<file path="config.mk">
export PLATFORM = sky130hd
export DESIGN_NAME = utf8_to_utf16_transcoder
export DESIGN_NICKNAME = d
export VERILOG_FILES = /design/src/rtl/core/utt_pkg.sv /design/src/rtl/core/utt_decode.sv /design/src/rtl/core/utf8_to_utf16_transcoder.sv
export SDC_FILE = /design/constraint.sdc
export NUM_CORES = 1
export LEC_CHECK = 0
export ABC_CLOCK_PERIOD_IN_PS = 15250
export BUFFER_PORTS_ARGS = -buffer_cell sky130_fd_sc_hd__buf_2
export CORE_ASPECT_RATIO = 1.2
export CORE_MARGIN = 4
export CORE_UTILIZATION = 28
export CTS_BUF_LIST = sky130_fd_sc_hd__clkbuf_8 sky130_fd_sc_hd__clkbuf_16
export DETAILED_ROUTE_END_ITERATION = 10
export PLACE_DENSITY = 0.54
export SYNTH_ARGS = -nofsm -noshare
export SYNTH_HDL_FRONTEND = slang
export SYNTH_SLANG_ARGS = --single-unit
</file>
<file path="constraint.sdc">
create_clock -name clk -period 15.25 [get_ports clk]
set_clock_uncertainty 0.1 [all_clocks]
set_input_delay 2.2875 -clock clk [delete_from_list [all_inputs] [get_ports clk]]
set_output_delay 2.2875 -clock clk [all_outputs]
set_load 0.01 [all_outputs]
</file>
<file path="src/rtl/core/utt_pkg.sv">
// utt_pkg: shared types and constants for the utf-8 to utf-16 transcoder
// used by utt_decode and utf8_to_utf16_transcoder; no dependencies
package utt_pkg;

  // decoder state codes; codes 8..15 are never entered and decode as begin
  typedef enum logic [3:0] {
    ST_BEGIN    = 4'd0,
    ST_NEED1    = 4'd1,
    ST_NEED2    = 4'd2,
    ST_NEED3    = 4'd3,
    ST_AFTER_E0 = 4'd4,
    ST_AFTER_ED = 4'd5,
    ST_AFTER_F0 = 4'd6,
    ST_AFTER_F4 = 4'd7
  } dec_state_t;

  localparam int unsigned ACC_W     = 21;
  localparam int unsigned QUEUE_DEPTH = 4;

  localparam logic [15:0]      REPL_CHAR  = 16'hFFFD;
  localparam logic [15:0]      HI_SURR    = 16'hD800;
  localparam logic [15:0]      LO_SURR    = 16'hDC00;
  localparam logic [ACC_W-1:0] SUPP_BASE  = 21'h010000;
  localparam logic [ACC_W-1:0] SCALAR_MAX = 21'h10FFFF;
  localparam logic [ACC_W-1:0] SURR_FIRST = 21'h00D800;
  localparam logic [ACC_W-1:0] SURR_LAST  = 21'h00DFFF;

  // one utf-16 unit before the per-transaction flags are attached
  typedef struct packed {
    logic [15:0] code;
    logic        repl;
  } unit_t;

  // everything the decoder works out for one byte
  typedef struct packed {
    logic [1:0]       nres;
    unit_t            unit0;
    unit_t            unit1;
    dec_state_t       state;
    logic [ACC_W-1:0] acc;
  } dec_out_t;

  // one entry of the result queue
  typedef struct packed {
    logic [15:0] code_unit;
    logic        replaced;
    logic        run_last;
    logic        final_unit;
  } res_t;

endpackage

</file>
<file path="src/rtl/core/utt_decode.sv">
// utt_decode: validating utf-8 automaton step for one byte, combinational
// depends on utt_pkg
module utt_decode (
  input  utt_pkg::dec_state_t       state,
  input  logic [utt_pkg::ACC_W-1:0] acc,
  input  logic [7:0]                byte_value,
  input  logic                      string_end,
  output utt_pkg::dec_out_t         dec
);

  logic                      cont;
  logic                      fit;
  logic                      sub_range;
  logic                      do_start;
  logic [1:0]                n;
  utt_pkg::unit_t            units [2];
  utt_pkg::dec_state_t       fit_state;
  utt_pkg::dec_state_t       ns;
  logic [utt_pkg::ACC_W-1:0] nacc;
  logic [utt_pkg::ACC_W-1:0] v;

  always_comb begin
    cont      = (byte_value[7:6] == 2'b10);
    fit       = 1'b0;
    fit_state = utt_pkg::ST_BEGIN;
    sub_range = 1'b0;
    do_start  = 1'b0;
    n         = 2'd0;
    units[0]  = '{code: utt_pkg::REPL_CHAR, repl: 1'b1};
    units[1]  = '{code: utt_pkg::REPL_CHAR, repl: 1'b1};
    ns        = state;
    nacc      = acc;
    v         = nacc - utt_pkg::SUPP_BASE;

    unique case (state)
      utt_pkg::ST_NEED1: begin
        fit = cont;  fit_state = utt_pkg::ST_BEGIN;
      end
      utt_pkg::ST_NEED2: begin
        fit = cont;  fit_state = utt_pkg::ST_NEED1;
      end
      utt_pkg::ST_NEED3: begin
        fit = cont;  fit_state = utt_pkg::ST_NEED2;
      end
      utt_pkg::ST_AFTER_E0: begin
        fit = (byte_value >= 8'hA0) && (byte_value <= 8'hBF);
        fit_state = utt_pkg::ST_NEED1;  sub_range = 1'b1;
      end
      utt_pkg::ST_AFTER_ED: begin
        fit = (byte_value >= 8'h80) && (byte_value <= 8'h9F);
        fit_state = utt_pkg::ST_NEED1;  sub_range = 1'b1;
      end
      utt_pkg::ST_AFTER_F0: begin
        fit = (byte_value >= 8'h90) && (byte_value <= 8'hBF);
        fit_state = utt_pkg::ST_NEED2;  sub_range = 1'b1;
      end
      utt_pkg::ST_AFTER_F4: begin
        fit = (byte_value >= 8'h80) && (byte_value <= 8'h8F);
        fit_state = utt_pkg::ST_NEED2;  sub_range = 1'b1;
      end
      default: begin
        do_start = 1'b1;
      end
    endcase

    if (!do_start) begin
      if (fit) begin
        nacc = {acc[utt_pkg::ACC_W-7:0], byte_value[5:0]};
        ns   = fit_state;
        v    = nacc - utt_pkg::SUPP_BASE;
        if (fit_state == utt_pkg::ST_BEGIN) begin
          if ((nacc >= utt_pkg::SUPP_BASE) && (nacc <= utt_pkg::SCALAR_MAX)) begin
            units[0] = '{code: utt_pkg::HI_SURR + {6'd0, v[19:10]}, repl: 1'b0};
            units[1] = '{code: utt_pkg::LO_SURR + {6'd0, v[9:0]}, repl: 1'b0};
            n = 2'd2;
          end else if ((nacc < utt_pkg::SUPP_BASE) &&
                       ((nacc < utt_pkg::SURR_FIRST) || (nacc > utt_pkg::SURR_LAST))) begin
            units[0] = '{code: nacc[15:0], repl: 1'b0};
            n = 2'd1;
          end else begin
            n = 2'd1;
          end
        end
      end else begin
        // broken sequence: one replacement, then maybe decode the byte afresh
        n        = 2'd1;
        ns       = utt_pkg::ST_BEGIN;
        do_start = !(sub_range && cont);
      end
    end

    if (do_start) begin
      if (byte_value <= 8'h7F) begin
        units[n[0]] = '{code: {8'd0, byte_value}, repl: 1'b0};
        n  = n + 2'd1;
        ns = utt_pkg::ST_BEGIN;
      end else if ((byte_value >= 8'hC2) && (byte_value <= 8'hDF)) begin
        ns   = utt_pkg::ST_NEED1;
        nacc = {16'd0, byte_value[4:0]};
      end else if ((byte_value >= 8'hE0) && (byte_value <= 8'hEF)) begin
        ns   = (byte_value == 8'hE0) ? utt_pkg::ST_AFTER_E0 :
               (byte_value == 8'hED) ? utt_pkg::ST_AFTER_ED : utt_pkg::ST_NEED2;
        nacc = {17'd0, byte_value[3:0]};
      end else if ((byte_value >= 8'hF0) && (byte_value <= 8'hF4)) begin
        ns   = (byte_value == 8'hF0) ? utt_pkg::ST_AFTER_F0 :
               (byte_value == 8'hF4) ? utt_pkg::ST_AFTER_F4 : utt_pkg::ST_NEED3;
        nacc = {18'd0, byte_value[2:0]};
      end else begin
        units[n[0]] = '{code: utt_pkg::REPL_CHAR, repl: 1'b1};
        n  = n + 2'd1;
        ns = utt_pkg::ST_BEGIN;
      end
    end

    // truncated sequence at the end of the string
    if (string_end) begin
      if (ns != utt_pkg::ST_BEGIN) begin
        units[n[0]] = '{code: utt_pkg::REPL_CHAR, repl: 1'b1};
        n = n + 2'd1;
      end
      ns   = utt_pkg::ST_BEGIN;
      nacc = '0;
    end

    dec.nres  = n;
    dec.unit0 = units[0];
    dec.unit1 = units[1];
    dec.state = ns;
    dec.acc   = nacc;
  end

endmodule

</file>
<file path="src/rtl/core/utf8_to_utf16_transcoder.sv">
// utf8_to_utf16_transcoder: top level, input register, decoder and result queue
// depends on utt_pkg and utt_decode
//
// Streams UTF-8 bytes in, one per transaction, and returns UTF-16 code units,
// one per transaction. A byte is taken every cycle unless in_stall is high;
// it sits in the input register while the decoder works out its units, which
// are then written, zero, one or two at a time, into a four-entry result
// queue. The output drains one unit per cycle while out_stall is low, so a
// byte that yields two units (a surrogate pair, or a replacement followed by
// the byte decoded afresh) fills two queue entries, and the input stalls only
// when the queue has no room for the byte held in the input register.
// Overlong forms, encoded surrogates and values above 0x10FFFF are
// rejected; each ill-formed or truncated sequence gives one U+FFFD with
// replaced set. run_last marks the last unit caused by a byte and final_unit
// the last unit of a string.
module utf8_to_utf16_transcoder (
  input  logic        clk,
  input  logic        rst_n,
  // input channel
  input  logic        in_valid,
  output logic        in_stall,
  input  logic [7:0]  in_byte_value,
  input  logic        in_string_end,
  // result channel
  output logic        out_valid,
  input  logic        out_stall,
  output logic [15:0] out_code_unit,
  output logic        out_replaced,
  output logic        out_run_last,
  output logic        out_final_unit
);

  // input register
  logic                      in_valid_r, in_valid_nxt;
  logic [7:0]                byte_r;
  logic                      end_r;

  // decoder state
  utt_pkg::dec_state_t       state_r;
  logic [utt_pkg::ACC_W-1:0] acc_r;

  // result queue
  utt_pkg::res_t             queue_r [utt_pkg::QUEUE_DEPTH];
  logic [1:0]                wr_ptr_r, wr_ptr_nxt;
  logic [1:0]                rd_ptr_r, rd_ptr_nxt;
  logic [2:0]                count_r, count_nxt;

  utt_pkg::dec_out_t         dec;
  logic                      advance;
  logic                      in_take;
  logic                      out_take;
  logic [3:0]                fill_after;
  utt_pkg::res_t             res0, res1;

  utt_decode u_decode (
    .state      (state_r),
    .acc        (acc_r),
    .byte_value (byte_r),
    .string_end (end_r),
    .dec        (dec)
  );

  // the held byte moves on once the queue has room for all its units
  assign fill_after = {1'b0, count_r} + {2'd0, dec.nres};
  assign advance    = in_valid_r && (fill_after <= 4'd4);
  assign in_stall   = in_valid_r && !advance;
  assign in_take    = in_valid && !in_stall;

  assign out_valid  = (count_r != 3'd0);
  assign out_take   = out_valid && !out_stall;

  // per-transaction flags go onto the last unit of the byte
  always_comb begin
    res0.code_unit  = dec.unit0.code;
    res0.replaced   = dec.unit0.repl;
    res0.run_last   = (dec.nres == 2'd1);
    res0.final_unit = (dec.nres == 2'd1) && end_r;
    res1.code_unit  = dec.unit1.code;
    res1.replaced   = dec.unit1.repl;
    res1.run_last   = 1'b1;
    res1.final_unit = end_r;
  end

  always_comb begin
    in_valid_nxt = in_valid_r;
    if (in_take) begin
      in_valid_nxt = 1'b1;
    end else if (advance) begin
      in_valid_nxt = 1'b0;
    end
    wr_ptr_nxt = advance ? (wr_ptr_r + dec.nres) : wr_ptr_r;
    rd_ptr_nxt = out_take ? (rd_ptr_r + 2'd1) : rd_ptr_r;
    count_nxt  = count_r + (advance ? {1'b0, dec.nres} : 3'd0)
                         - (out_take ? 3'd1 : 3'd0);
  end

  // control state
  always_ff @(posedge clk) begin
    if (!rst_n) begin
      in_valid_r <= 1'b0;
      state_r    <= utt_pkg::ST_BEGIN;
      acc_r      <= '0;
      wr_ptr_r   <= '0;
      rd_ptr_r   <= '0;
      count_r    <= '0;
    end else begin
      in_valid_r <= in_valid_nxt;
      wr_ptr_r   <= wr_ptr_nxt;
      rd_ptr_r   <= rd_ptr_nxt;
      count_r    <= count_nxt;
      if (advance) begin
        state_r <= dec.state;
        acc_r   <= dec.acc;
      end
    end
  end

  // payload, no reset needed
  always_ff @(posedge clk) begin
    if (in_take) begin
      byte_r <= in_byte_value;
      end_r  <= in_string_end;
    end
    if (advance && (dec.nres != 2'd0)) begin
      queue_r[wr_ptr_r] <= res0;
    end
    if (advance && (dec.nres == 2'd2)) begin
      queue_r[wr_ptr_r + 2'd1] <= res1;
    end
  end

  assign out_code_unit  = queue_r[rd_ptr_r].code_unit;
  assign out_replaced   = queue_r[rd_ptr_r].replaced;
  assign out_run_last   = queue_r[rd_ptr_r].run_last;
  assign out_final_unit = queue_r[rd_ptr_r].final_unit;

`ifndef SYNTHESIS
  // queue never overfills
  a_queue_bound: assert property (@(posedge clk) disable iff (!rst_n)
    count_r <= 3'd4)
    else $error("result queue overfilled");

  // a string-end byte always yields at least one unit
  a_end_has_unit: assert property (@(posedge clk) disable iff (!rst_n)
    (advance && end_r) |-> (dec.nres != 2'd0))
    else $error("string end produced no unit");

  // decoder returns to begin after the string end
  a_end_resets: assert property (@(posedge clk) disable iff (!rst_n)
    (advance && end_r) |=> (state_r == utt_pkg::ST_BEGIN) && (acc_r == '0))
    else $error("state not cleared after string end");

  // draining the last unit with nothing new empties the queue
  a_drain_empty: assert property (@(posedge clk) disable iff (!rst_n)
    (out_take && (count_r == 3'd1) && !advance) |=> !out_valid)
    else $error("queue count out of step");
`endif

endmodule
</file>
# After elaboration in Yosys (flattened, before gate mapping)
# Memories as Yosys holds them, arrays and structs flattened. A register that Yosys moved wholly into a read port is not among the register bits.
# Index checks and enable logic that the tools add are counted.
# W data, S select, Z words.
[word_totals] register_bits=42 memories=1 in_bits=13 ram_bits=76
[op_classes] n_mux=64 reduce_logical=34 addsub=11 eq_ne=14 bitwise_logic=8 n_lt_le_gt_ge=23
[mem_list] name="queue_r" depth=4 word_bits=19 read_ports=1 rd_ports_with_merged_regs=1 write_ports=2 line_no="utf8_to_utf16_transcoder.sv:43" rtl="utt_pkg::res_t queue_r [utt_pkg::QUEUE_DEPTH];"
[ops] operator="$mux W34" n=10
[ops] operator="$mux W21" n=8
[ops] operator="$mux W17" n=5
[ops] operator="$or A32 B32 Y32" n=2
[ops] operator="$ge A8 B8 Y1 const B" n=6
[ops] operator="$le A8 B8 Y1 const B" n=6
[ops] operator="$mux W4" n=9
[ops] operator="$bwmux W34" n=1
[ops] operator="$demux W17 S1" n=2
[ops] operator="$add A15 B11 Y16 const A" n=2
[ops] operator="$eq A8 B8 Y1 const B" n=4
[ops] operator="$mux W2" n=15
[ops] operator="$ge A21 B17 Y1 const B" n=1
[ops] operator="$gt A21 B16 Y1 const B" n=1
[ops] operator="$le A21 B21 Y1 const B" n=1
[ops] operator="$lt A21 B16 Y1 const B" n=1
[ops] operator="$lt A21 B17 Y1 const B" n=1
[ops] operator="$sub A20 B17 Y20 const B" n=1
[ops] operator="$logic_and A1 B1 Y1" n=19
[ops] operator="$eq A4 B3 Y1 const B" n=4
[ops] operator="$mux W1" n=10
[ops] operator="$reduce_or A3 Y1" n=3
[ops] operator="$add A2 B1 Y2 const B" n=4
[ops] operator="$eq A4 B2 Y1 const B" n=2
[ops] operator="25 further kinds" n=36

# Logic depth before layout (Yosys ltp)
[depth] word_depth=24 ltp_mapped=24 depth_no_buf=23

# By module
# A second synthesis with hierarchy kept.
[hier_totals] cells_unflattened=646 area_unflattened_um2=6890.4
[by_module_without_submodules] module="utf8_to_utf16_transcoder" area_each_um2=5467.7 n_inst=1 cells_each=405
[by_module_without_submodules] module="utt_decode" area_each_um2=1422.6 n_inst=1 cells_each=241

# Worst setup path before layout
# Ideal clock, no wire load.
[synth_path] kind="reg-to-output" start="reg byte_r[3]" end="out in_stall" required_ns=12.863 arrival_ns=3.490 stages_incl_launch_ff=13 path_buffers=0 path_slack_ns=9.373 path_cell_list="edfxtp_1 -> nand3_1 -> or4_4 -> o311a_4 -> o31ai_4 -> inv_2 -> ha_1 -> nor2_1 -> a311o_1 -> fa_1 -> nor2_1 -> o22ai_1 -> and2_1"
[synth_via] elab_chain_len=20
[synth_lines] element="start: declaration" line_no="utf8_to_utf16_transcoder.sv:35" rtl="logic [7:0] byte_r;"
[synth_lines] element="start signal: assignment" line_no="utf8_to_utf16_transcoder.sv:121" rtl="byte_r <= in_byte_value;"
[synth_lines] element="$ge A21 B17 Y1 / $le A21 B21 Y1 (equally long branches)" line_no="utt_decode.sv:72" rtl="if ((nacc >= utt_pkg::SUPP_BASE) && (nacc <= utt_pkg::SCALAR_MAX)) begin"
[synth_lines] element="$logic_and A1 B1 Y1" line_no="utt_decode.sv:72"
[synth_lines] element="$mux W2" line_no="utt_decode.sv:72"
[synth_lines] element="$mux W2" line_no="utt_decode.sv:71" rtl="if (fit_state == utt_pkg::ST_BEGIN) begin"
[synth_lines] element="$mux W2" line_no="utt_decode.sv:67" rtl="if (fit) begin"
[synth_lines] element="$mux W2" line_no="utt_decode.sv:66" rtl="if (!do_start) begin"
[synth_lines] element="$add A2 B1 Y2" line_no="utt_decode.sv:95, utt_decode.sv:110"
[synth_lines] element="$mux W2" line_no="utt_decode.sv:104" rtl="end else if ((byte_value >= 8'hF0) && (byte_value <= 8'hF4)) begin"
[synth_lines] element="[... 4 more ...]"
[synth_lines] element="$add A2 B1 Y2" line_no="utt_decode.sv:119" rtl="n = n + 2'd1;"
[synth_lines] element="$mux W2" line_no="utt_decode.sv:117" rtl="if (ns != utt_pkg::ST_BEGIN) begin"
[synth_lines] element="$mux W2 *" line_no="utt_decode.sv:116" rtl="if (string_end) begin"
[synth_lines] element="$add A3 B2 Y4 *" line_no="utf8_to_utf16_transcoder.sv:64" rtl="assign fill_after = {1'b0, count_r} + {2'd0, dec.nres};"
[synth_lines] element="$le A4 B3 Y1 *" line_no="utf8_to_utf16_transcoder.sv:65" rtl="assign advance = in_valid_r && (fill_after <= 4'd4);"
[synth_lines] element="$logic_and A1 B1 Y1 *" line_no="utf8_to_utf16_transcoder.sv:65"
[synth_lines] element="$logic_not A1 Y1 *" line_no="utf8_to_utf16_transcoder.sv:66" rtl="assign in_stall = in_valid_r && !advance;"
[synth_lines] element="$logic_and A1 B1 Y1 *" line_no="utf8_to_utf16_transcoder.sv:66"
[synth_lines] element="end: declaration" line_no="utf8_to_utf16_transcoder.sv:21" rtl="output logic in_stall,"
# Every way passes the cells marked *; elsewhere a longest branch is shown, timed or not.

# Worst setup path in the final report
[layout_path] start="reg byte_r[4]" end="out in_stall"
# Same word-level chain as after synthesis.

==> results.md <==
- Fin. Hold Viols: 0
- Leak: 0.00233 µW
- Tmin final: 7.02 ns
- Final number of max-transition violations: 0
- Post-synth EDFFs: 81
- Register bit total from synthesis: 114
- PwrDens: 142 nW/µm²
- Buffers on Ports: 33
- Sink Count: 114
- WS Path Type: reg -> out
- CP max FO: 16
- Rows: 59
- Largest area contributor in the netlist: edfxtp_1
- Final TNS setup: 0 ns
- GRT Residual Overflow: 0
- Hold WS: 0.397 ns
- WP data required: 12.86 ns
- Final antenna-violating net count: 0
- Final setup violation count: 0
- Clock latency on the worst-skew pair: 0.42 ns
- WL final: 16300 µm
- WL/cell: 19.7 µm
- Top cell by count, worst path: nor2_1
- Gpl congestion: 0.894
- Vias: 4507
- Slew headroom: 34.0%
- Crit-path cells: nand2_1 -> or4_4 -> o311a_4 -> o31ai_4 -> inv_2 -> ha_1 -> nor2_1 -> a311o_1 -> fa_1 -> nor2_1 -> o22ai_1 -> and2_1 -> buf_2
- Pin count of the biggest net entering global routing: 21
- Setup Fix Bufs, Post-CTS: 0
- Placed cell area: 6480 µm²
- Synth top cells by count: edfxtp_1, o22ai_1, nor2_1
- Hold Path Class: reg -> reg
- Top-count cell post-synth: edfxtp_1
- Prevailing post-synth register cell: edfxtp_1
- Mux contribution to synthesized area: 9.14%
- Worst Path Buf+Inv: 2
- Ports: 34
- Die span in x: 143 µm
- Vias in the first global route: 4722
- Unrepaired setup endpoints after global routing: false
- Ys async rst share: 0%
- CP max stage cell: edfxtp_1
- Core Footprint: 21600 µm²
- Yosys top cell area share: 39.7%
- Total CTS buffers: 17
- Initial antenna violation count: 0
- Compound-Gate Fraction of Synth Area: 18.9%
- Hpwl dp: 11300 µm
- Nets: 569
- Slowest stage delay, CP: 0.67 ns
- Post-route cell area: 7050 µm²
- Worst-Margin Slew: 0.989 ns
- Largest delay share family, worst path: compound AO/OA/AOI/OAI gates
- Share of cells above drive strength 1: 20.9%
- Via density: 5.43
- H-tree levels: 4
- Worst vdd ir: 71.7 µV
- Drt pass-1 iters: 5
- Yosys cell types: 74
- Worst Setup Start Kind: register
- Arrival @ worst endpoint: 4.63 ns
- Initial core utilization: 28.3%
- Largest family of logic cells by synthesized area: compound AO/OA/AOI/OAI gates
- Xor and xnor area share after synthesis: 1.14%
- Post-Syn Area per Cell: 11.7 µm²
- Post-synthesis cell count: 521
- Area growth from synthesis to layout: 15.2%
- Status: finished clean
- GRT Overall Usage: 14.0%
- Final period utilization: 46.0%
- Register area share after synthesis: 50.5%
- Post-synthesis simple-gate area fraction: 13.1%
- Max_cap viols: 0
- CTS Hold Bufs: 0
- Diodes inserted: 0
- First-pass GRT wire length: 26300 µm
- DRC viols: 0
- Adder-Cell Fraction of Synth Area: 2.70%
- Die area: 24300 µm²
- Die H: 170 µm
- Clock Tree Root: clkbuf_16
- CTS tree: built
- Top achievable clock speed: 143 MHz
- DR iter-0 viols: 378
- Yosys warns: 0
- Power Total: 1000 µW
- Top cells by area in the synthesized netlist: edfxtp_1, dfxtp_1, mux4_2, o22ai_1, nor2_1
- CP endpoint kind: output port
- Post-Syn Nets: 546
- Clock-pin slew on the worst setup and hold paths: 0.05 ns
- Clock tree buffer depth: 2
- Post-CTS sizing: 0
- Post-Syn Area: 6120 µm²
[stage by stage]
step / instances / utilization, % / worst slack, ns
4_1_cts: 830 / 32.6 / 8.25
6_report: 830 / 32.6 / 8.23
5_1_grt: 830 / 32.6 / 8.02
3_5_place_dp: 799 / 29.9 / 8.71
3_3_place_gp: 799 / 29.9 / 8.79
2_1_floorplan: 521 / - / 9.37
[kinds of logic after synthesis]
group                      count (synthesis)
AOI/OAI and AO/OA                        161
xor gates and xnor gates                   8
adders and majority gates                 12
buffers and inverters                     54
DFF                                      114
muxes                                     32
and+or+nand+nor                          140
[per-layer routing]
metal	part of all wire [%]	wire length (µm)	GRT usage, %	up-vias
met1	42	6780	16.9	2224
met3	5.6	915	3.51	22
met5	0	0	0	-
li1	-	-	-	2110
met4	1.3	211	5.21	0
met2	52	8410	24.1	151
[registers in the layout, summed over array words and instances, names as in the netlist, named ones only]
| signal | flops |
|---|---|
| rd_ptr_r | 2 |
| acc_r | 15 |
| queue_r | 76 |
| in_valid_r | 1 |
| byte_r | 8 |
| count_r | 3 |
| end_r | 1 |
| wr_ptr_r | 2 |
| state_r | 4 |
[cell usage in the layout, fill, tap and decap left out, types with 10 or more instances in the layout]
cell type and count:
nand2_1 21, mux2i_1 12, inv_1 16, nor3_1 11, clkbuf_16 17, mux4_2 19, o22ai_1 68, and2_1 13
a21oi_1 14, nor2_1 36, nor2b_1 10, buf_2 33, ha_1 10, o21ai_0 18, edfxtp_1 81, dfxtp_1 33
[worst register-to-register path, stage by stage (launching register included)]
cell and delay, ns:
edfxtp_1 0.67, nand2_1 0.15, or4_4 0.55, o311a_4 0.41
o31ai_4 0.36, inv_2 0.10, ha_1 0.31, nor2_1 0.07
a311o_1 0.44, fa_1 0.49, nor2_1 0.12, o22ai_1 0.11
or2_2 0.39, nor3b_1 0.74, o21ai_1 0.14, buf_4 0.26
nand2_1 0.64
[final cells by class]
| type | count | area, µm² |
|---|---|---|
| multi-input combinational | 353 | 2750 |
| tap | 274 | 343 |
| timing repair buffer | 40 | 218 |
| inverter | 18 | 70.1 |
| clock buffer | 17 | 425 |
| fill | 2146 | 14600 |
| clock inverter | 14 | 148 |
| sequential | 114 | 3090 |
[worst paths after layout]
path | startpoint | endpoint | slack, ns | depth (start not counted)
worst min register to register | queue_r[2][1]$_SDFFE_PP1P_ | queue_r[2][1]$_SDFFE_PP1P_ | 0.40 | 2
worst min-delay path | queue_r[2][1]$_SDFFE_PP1P_ | queue_r[2][1]$_SDFFE_PP1P_ | 0.40 | 2
worst max register to register | byte_r[4]$_DFFE_PP_ | queue_r[3][17]$_DFFE_PP_ | 8.80 | 16
worst max-delay path | byte_r[4]$_DFFE_PP_ | in_stall | 8.23 | 13
[power breakdown]
group	internal, µW	leakage, µW	switching (µW)
clock network	251	0.000280	137
registers	364	0.000934	22.5
logic	103	0.00111	123
Note: power is estimated with default switching activity, not from simulation.
